<file path="src/rtl/core/kt2d_pkg.sv">
package kt2d_pkg;
   localparam logic signed [63:0] COV_INIT = 64'sd1000 <<< 32;
   localparam logic signed [63:0] S64_MAX = {1'b0, {63{1'b1}}};
   localparam logic signed [63:0] S64_MIN = {1'b1, {63{1'b0}}};

   typedef enum logic [2:0] {
      REG_TIME_STEP  = 3'd0,
      REG_LOST_LIMIT = 3'd1,
      REG_NOISE_PP   = 3'd2,
      REG_NOISE_PV   = 3'd3,
      REG_NOISE_VV   = 3'd4,
      REG_MEAS_NOISE = 3'd5
   } reg_index_type;

   typedef struct packed {
      logic signed [63:0] a;
      logic signed [63:0] b;
      logic [5:0]         sh;
   } mul_req_type;

   function automatic logic signed [63:0] sat_add(input logic signed [63:0] a,
                                                 input logic signed [63:0] b);
      logic signed [64:0] s;
      s = {a[63], a} + {b[63], b};
      if (s[64] != s[63]) sat_add = s[64] ? S64_MIN : S64_MAX;
      else sat_add = s[63:0];
   endfunction

   function automatic logic signed [63:0] sat_sub(input logic signed [63:0] a,
                                                 input logic signed [63:0] b);
      logic signed [64:0] s;
      s = {a[63], a} - {b[63], b};
      if (s[64] != s[63]) sat_sub = s[64] ? S64_MIN : S64_MAX;
      else sat_sub = s[63:0];
   endfunction

   function automatic logic signed [31:0] sat32(input logic signed [63:0] x);
      if (x > 64'sh000000007fffffff) sat32 = 32'sh7fffffff;
      else if (x < -64'sh0000000080000000) sat32 = 32'sh80000000;
      else sat32 = x[31:0];
   endfunction

   function automatic logic signed [63:0] clamp_reg(input logic [63:0] r);
      clamp_reg = r[63] ? S64_MAX : $signed(r);
   endfunction

   function automatic logic [63:0] mag(input logic signed [63:0] x);
      mag = x[63] ? 64'd0 - x : x;
   endfunction

   function automatic logic signed [63:0] with_sign(input logic [63:0] m, input logic neg,
                                                   input logic over);
      if (over || m[63]) with_sign = neg ? S64_MIN : S64_MAX;
      else with_sign = neg ? -$signed(m) : $signed(m);
   endfunction
endpackage

</file>
<file path="src/rtl/core/kt2d_div.sv">
module kt2d_div
   import kt2d_pkg::*;
(
   input  logic               clock,
   input  logic               reset,
   input  logic               start,
   input  logic signed [63:0] num,
   input  logic signed [63:0] den,
   output logic               done,
   output logic signed [63:0] result
);
   // restoring division, one quotient bit per cycle over 128 dividend bits
   logic [127:0] n_ff, n_in;
   logic [63:0]  d_ff, d_in, rem_ff, rem_in, q_ff, q_in;
   logic         neg_ff, neg_in, over_ff, over_in, zero_ff, zero_in, busy_ff, busy_in;
   logic [6:0]   cnt_ff, cnt_in;
   logic [64:0]  rem_sh;
   logic [64:0]  diff;

   always_comb begin
      rem_sh = {rem_ff, n_ff[127]};
      diff = rem_sh - {1'b0, d_ff};
      n_in = n_ff;
      d_in = d_ff;
      rem_in = rem_ff;
      q_in = q_ff;
      neg_in = neg_ff;
      over_in = over_ff;
      zero_in = zero_ff;
      busy_in = busy_ff;
      cnt_in = cnt_ff;
      if (start) begin
         n_in = {32'd0, mag(num), 32'd0};
         d_in = mag(den);
         rem_in = '0;
         q_in = '0;
         neg_in = num[63] ^ den[63];
         over_in = 1'b0;
         zero_in = den == 64'sd0;
         busy_in = 1'b1;
         cnt_in = '0;
      end else if (busy_ff) begin
         n_in = n_ff << 1;
         if (q_ff[63]) over_in = 1'b1;
         if (!diff[64]) begin
            rem_in = diff[63:0];
            q_in = {q_ff[62:0], 1'b1};
         end else begin
            rem_in = rem_sh[63:0];
            q_in = {q_ff[62:0], 1'b0};
         end
         cnt_in = cnt_ff + 7'd1;
         if (cnt_ff == 7'd127) busy_in = 1'b0;
      end
   end

   always_ff @(posedge clock) begin
      n_ff <= n_in;
      d_ff <= d_in;
      rem_ff <= rem_in;
      q_ff <= q_in;
      neg_ff <= neg_in;
      over_ff <= over_in;
      zero_ff <= zero_in;
      cnt_ff <= cnt_in;
      if (reset) busy_ff <= 1'b0;
      else busy_ff <= busy_in;
   end

   assign done = !busy_ff && !start;
   assign result = zero_ff ? 64'sd0 : with_sign(q_ff, neg_ff, over_ff);
endmodule
</file>
<file path="config.mk">
export PLATFORM = sky130hd
export DESIGN_NAME = kt2d_div
export DESIGN_NICKNAME = d
export VERILOG_FILES = /design/src/rtl/core/kt2d_pkg.sv /design/src/rtl/core/kt2d_div.sv
export SDC_FILE = /design/constraint.sdc
export NUM_CORES = 1
export LEC_CHECK = 0
export BUFFER_PORTS_ARGS = -buffer_cell sky130_fd_sc_hd__buf_4
export CAP_MARGIN = 5
export CORE_MARGIN = 1.5
export CORE_UTILIZATION = 61
export CTS_CLUSTER_DIAMETER = 60
export DETAILED_ROUTE_END_ITERATION = 8
export GPL_TIMING_DRIVEN = 0
export PLACE_DENSITY = 0.8
export SYNTH_ARGS = -nofsm -noshare
export SYNTH_HDL_FRONTEND = slang
export SYNTH_SLANG_ARGS = --single-unit
</file>
<file path="constraint.sdc">
create_clock -name clock -period 4.45 [get_ports clock]
set_clock_uncertainty 0.2 [all_clocks]
set_input_delay 0.445 -clock clock [delete_from_list [all_inputs] [get_ports clock]]
set_output_delay 0.445 -clock clock [all_outputs]
set_load 0.05 [all_outputs]
</file>
# ---- Yosys cells after proc, flatten, opt, wreduce, memory -nomap -nowiden
# Index checks and enable logic that the tools add are counted.
dict set report totals {
  ff_bits 299
  inputBits 131
  output_inout_bits 65
  elab_cells 38
}
dict set report classes {
  addsub 5
  eq_ne 1
  n_mux 13
  bitwise_logic 1
  reduce_logical 7
}
# operator count
set op_table {}
lappend op_table {{$mux W64} 6}
lappend op_table {{$mux W96} 2}
lappend op_table {{$sub A1 B64 Y64 const A} 2}
lappend op_table {{$sub A65 B64 Y65} 1}
lappend op_table {{$logic_not A64 Y1} 1}
lappend op_table {{$neg A64 Y64} 1}
lappend op_table {{$mux W63} 1}
lappend op_table {{$add A7 B1 Y7 const B} 1}
lappend op_table {{$eq A7 B7 Y1 const B} 1}
lappend op_table {{$mux W1} 4}
lappend op_table {{$logic_not A1 Y1} 2}
lappend op_table {{$reduce_and A2 Y1} 1}
lappend op_table {{$reduce_bool A2 Y1} 1}
lappend op_table {{$logic_and A1 B1 Y1} 1}
lappend op_table {{$logic_or A1 B1 Y1} 1}
lappend op_table {{$xor A1 B1 Y1} 1}

# ---- Logic depth before layout (Yosys ltp)
dict set report logic_depth {
  word_depth 4
  ltp_mapped 15
  mapped_depth_nobuf 14
}

# ---- Worst setup path after synthesis
# OpenSTA, ideal clock, no wires.
dict set report synth_timing {
  path_type {register to output}
  startpoint {register q_ff[22]}
  endpoint {output result[62]}
  arrival_time_ns 3.862
  required_time_ns 3.805
  path_slack_ns -0.057
  path_stages_with_launch 12
  path_buffers 1
  cell_sequence {dfxtp_1 > clkbuf_1 > nor3_1 > nand2_1 > or4_1 > nor4_2 > nand4_1 > or4_1 > or2_1 > nor2_1 > a21oi_1 > a211oi_1}
}
dict set report synth_between {
  elab_chain_cells 4
}
# element line
set synth_rtl {}
lappend synth_rtl {{start, declared} kt2d_div.sv:14} ;# logic [63:0] d_ff, d_in, rem_ff, rem_in, q_ff, q_in;
lappend synth_rtl {{start signal, assigned} kt2d_div.sv:61} ;# q_ff <= q_in;
lappend synth_rtl {{$neg A64 Y64} kt2d_pkg.sv:54} ;# else with_sign = neg ? -$signed(m) : $signed(m);
lappend synth_rtl {{$mux W64} kt2d_pkg.sv:54}
lappend synth_rtl {{$mux W64} kt2d_pkg.sv:53} ;# if (over || m[63]) with_sign = neg ? S64_MIN : S64_MAX;
lappend synth_rtl {{$mux W64} kt2d_div.sv:71} ;# assign result = zero_ff ? 64'sd0 : with_sign(q_ff, neg_ff, over_ff);
lappend synth_rtl {{end, declared} kt2d_div.sv:10} ;# output logic signed [63:0] result
# Every way passes these cells.

# ---- Worst setup path in the final report
dict set report layout_timing {
  startpoint {register q_ff[15]}
  endpoint {output result[58]}
}
# Same word-level chain as after synthesis.

==> impl_metrics.py <==
metrics = {
    "outcome": {
        "status": "finished with violations",
        "violations": "negative setup slack",
    },
    "pwr": {
        "ir_worst_vdd_mv": 0.309,
        "swShare": 0.304,
        "p_comb_frac": 0.215,
        "power.leakage_uw": 0.00954,
        "p_per_area_nw_per_um2": 324,
        "power_frac_seq": 0.410,
        "p_clk_frac": 0.375,
        "p_int_uw": 5350,
        "switching_power_uw": 2340,
    },
    "sta": {
        "setup_ws_ns": -0.0496,
        "max_slew_margin": 0.375,
        "post-route-period-util": 1.01,
        "hold_viol": 0,
        "setup_viol_count_final": 2,
        "setup_tns_ns": -0.0578,
        "slew_viol_final": 0,
        "period_needed_ns": 4.50,
        "rsz0062_at_grt": "yes",
        "max_freq_ghz": 0.222,
        "worst_slew_pin_slew_ns": 0.938,
    },
    "clock_tree": {
        "clk_pin_slew_ns": 0.06,
        "cts_max_level": 2,
        "numCtsBuffers": 34,
        "clk_latency_ns": 0.56,
        "ctsRootBufferMaster": "clkbuf_16",
        "cts_max_path_buffers": 3,
        "clock_sinks": 299,
        "cts_tree": "done",
    },
    "global_route": {
        "antenna_found_initial": 1,
        "grt_overflow": 0,
        "grt_pass1_wl_um": 97100,
        "grt_use_total": 0.361,
        "grt_max_degree": 68,
        "grt_pass1_vias": 18837,
    },
    "drt": {
        "route.detailed.drc": 0,
        "drt_iter0_drc": 2095,
        "postRouteAntennaNets": 0,
        "post_drt_wl_per_cell_um": 19.7,
        "wl_um": 62600,
        "drt_first_pass_iters": 6,
        "vias": 19994,
        "routed_via_density": 6.31,
    },
    "synth": {
        "netlist_area_um2": 19900,
        "syn-num-nets": 2637,
        "synth_warnings": 0,
        "synth-seq-area-share": 0.365,
        "ys_top_cells_by_area": "edfxtp_1 (20%), dfxtp_1 (17%), nor2_1 (7.0%), a21oi_1 (5.1%), mux2i_1 (5.0%)",
        "ys_async_sr_fraction": 0,
        "synth_top_area_share": 0.196,
        "syn_area_per_cell_um2": 8.19,
        "synth_edf_count": 130,
        "ys_types": 73,
        "yosys_most_used_dff": "dfxtp_1",
        "synth_cells": 2437,
        "yosysTopAreaCell": "edfxtp_1",
        "ys_ff_latch": 299,
    },
    "worst_setup_path": {
        "cp.arrival_ns": 3.85,
        "slowest_stage": "or4_4",
        "start_kind": "flop",
        "required_ns": 3.81,
        "worst-path-buf-inv": 1,
        "r2r-start": "n_ff[127]",
        "max_stage_delay_ns": 0.56,
        "cp_cell_sequence": "or4_4 > or3_4 > nor4_4 > nand4_1 > or4_4 > or2_4 > o311ai_2 > o21ai_1 > a21oi_2 > buf_6",
        "ff2ff_setup_slack_ns": 0.14,
        "path_class": "flop to primary output",
        "r2r_end": "rem_ff[62]",
        "end_kind": "primary output",
        "cp_top_family": "simple AND/OR/NAND/NOR gates",
        "crit_top_cell": "or4_4",
        "path_max_fanout": 6,
        "r2r_cells": 14,
    },
    "cells_and_area": {
        "final_cell_mix": "nor2_1 (368), nand2_1 (215), buf_4 (202), a21oi_1 (199), dfxtp_1 (167)",
        "fin_area_um2": 23800,
        "seqCellArea_um2": 7290,
        "drive_above_1_share": 0.129,
        "nets": 2902,
        "final_common_cell": "nor2_1",
        "synthToLayoutAreaGrowth_pct": 19.1,
        "finalNonFillerCells": 3171,
        "multi_input_area_um2": 11900,
        "final_util": 0.734,
        "fillers": 2563,
    },
    "floorplanning": {
        "initial_core_util": 0.616,
        "die_w_um": 184,
        "core_um2": 32400,
        "ios": 196,
        "die_h_um": 184,
        "fp-row-count": 66,
        "design.die.area_um2": 33800,
    },
    "worst_hold_path": {
        "hold_depth": 2,
        "hp-start": "den[55]",
        "worst_hold_path.endpoint": "d_ff[55]",
        "worst_hold_path_type": "input port to flop",
    },
    "place": {
        "numPortBuffers": 193,
        "place.gp.congestion": 0.957,
        "dp_cells": 3073,
        "place_area_um2": 22000,
        "hpwlAfterDp_um": 45200,
    },
    "run": {
        "maxCapViolCount": 0,
    },
}
==> per-stage QoR <==
step	power, µW	hold WS [ns]	setup WS (ns)
after floorplan	4270	0.251	0.228
after global placement	4740	0.268	-0.788
after detailed placement	4780	0.283	-0.794
after CTS	7660	0.00444	-0.00179
after global routing	7980	0.0141	-0.105
final	7690	0.0151	-0.0496
==> synthesized netlist by cell type (44+ instances only) <==
master / count
a21o_1: 44
xor2_1: 86
clkbuf_1: 145
a311oi_1: 50
o21ai_0: 138
a21oi_1: 203
inv_1: 94
xnor2_1: 94
edfxtp_1: 130
dfxtp_1: 169
ha_1: 68
nor2_1: 370
mux2i_1: 99
o31ai_1: 47
nand2_1: 217
==> routing by layer <==
metal | track usage | wire length (µm)
met1 | 0.468 | 26000
met2 | 0.591 | 28600
met3 | 0.0624 | 5300
met4 | 0.160 | 2620
met5 | 0 | 0
==> kinds of logic (layout without fill, tap and decap cells) <==
kind of cell	count (synthesis)	count (layout)	synth area share
xor gates and xnor gates	180	180	0.0790
DFF	299	299	0.365
and+or+nand+nor	879	879	0.206
buffers and inverters	258	549	0.0485
AOI/OAI and AO/OA	652	652	0.208
muxes	100	100	0.0502
adders and majority gates	69	69	0.0437
other	0	1	0
==> sequential cells by signal (all words and copies together), names as in the netlist <==
register  count
neg_ff        1
rem_ff       64
cnt_ff        7
over_ff       1
busy_ff       1
n_ff         96
q_ff         64
zero_ff       1
d_ff         64
==> how the worst max path moves through the flow <==
stage	slack [ns]	depth (start not counted)	startpoint	to
floorplan	0.23	10	q_ff[15]	result[55]
CTS	-0.002	10	q_ff[15]	result[58]
global placement	-0.79	14	n_ff[127]	rem_ff[62]
global route	-0.10	10	q_ff[15]	result[58]
finish	-0.05	10	q_ff[15]	result[58]
detailed placement	-0.79	14	n_ff[127]	rem_ff[62]
==> power groups by stage <==
stage,combinational (µW),sequential [µW],clock [µW]
floorplan,1090,3180,0
CTS,1610,3150,2900
finish,1650,3160,2880
global placement,1530,3210,0
global route,1810,3170,3010
detailed placement,1560,3210,0
==> timing repair <==
action / CTS / global route
hold buffers: 24 / 0
pin swaps: 11 / 10
resized for setup: 45 / 43
buffers inserted: 8 / 5
hold endpoints to repair: 24 / 0
endpoints found under the setup margin: 85 / 81
==> layout make-up <==
type,count,share of cell area
Sequential cell,299,0.307
Buffer,162,0.0268
Timing Repair Buffer,231,0.0769
Multi-Input combinational cell,1880,0.503
Inverter,94,0.0149
Clock buffer,47,0.0404
Tap cell,442,0.0233
Antenna cell,1,0.000105
Clock inverter,15,0.00811
No activity file was read; power rests on OpenSTA's default activity.
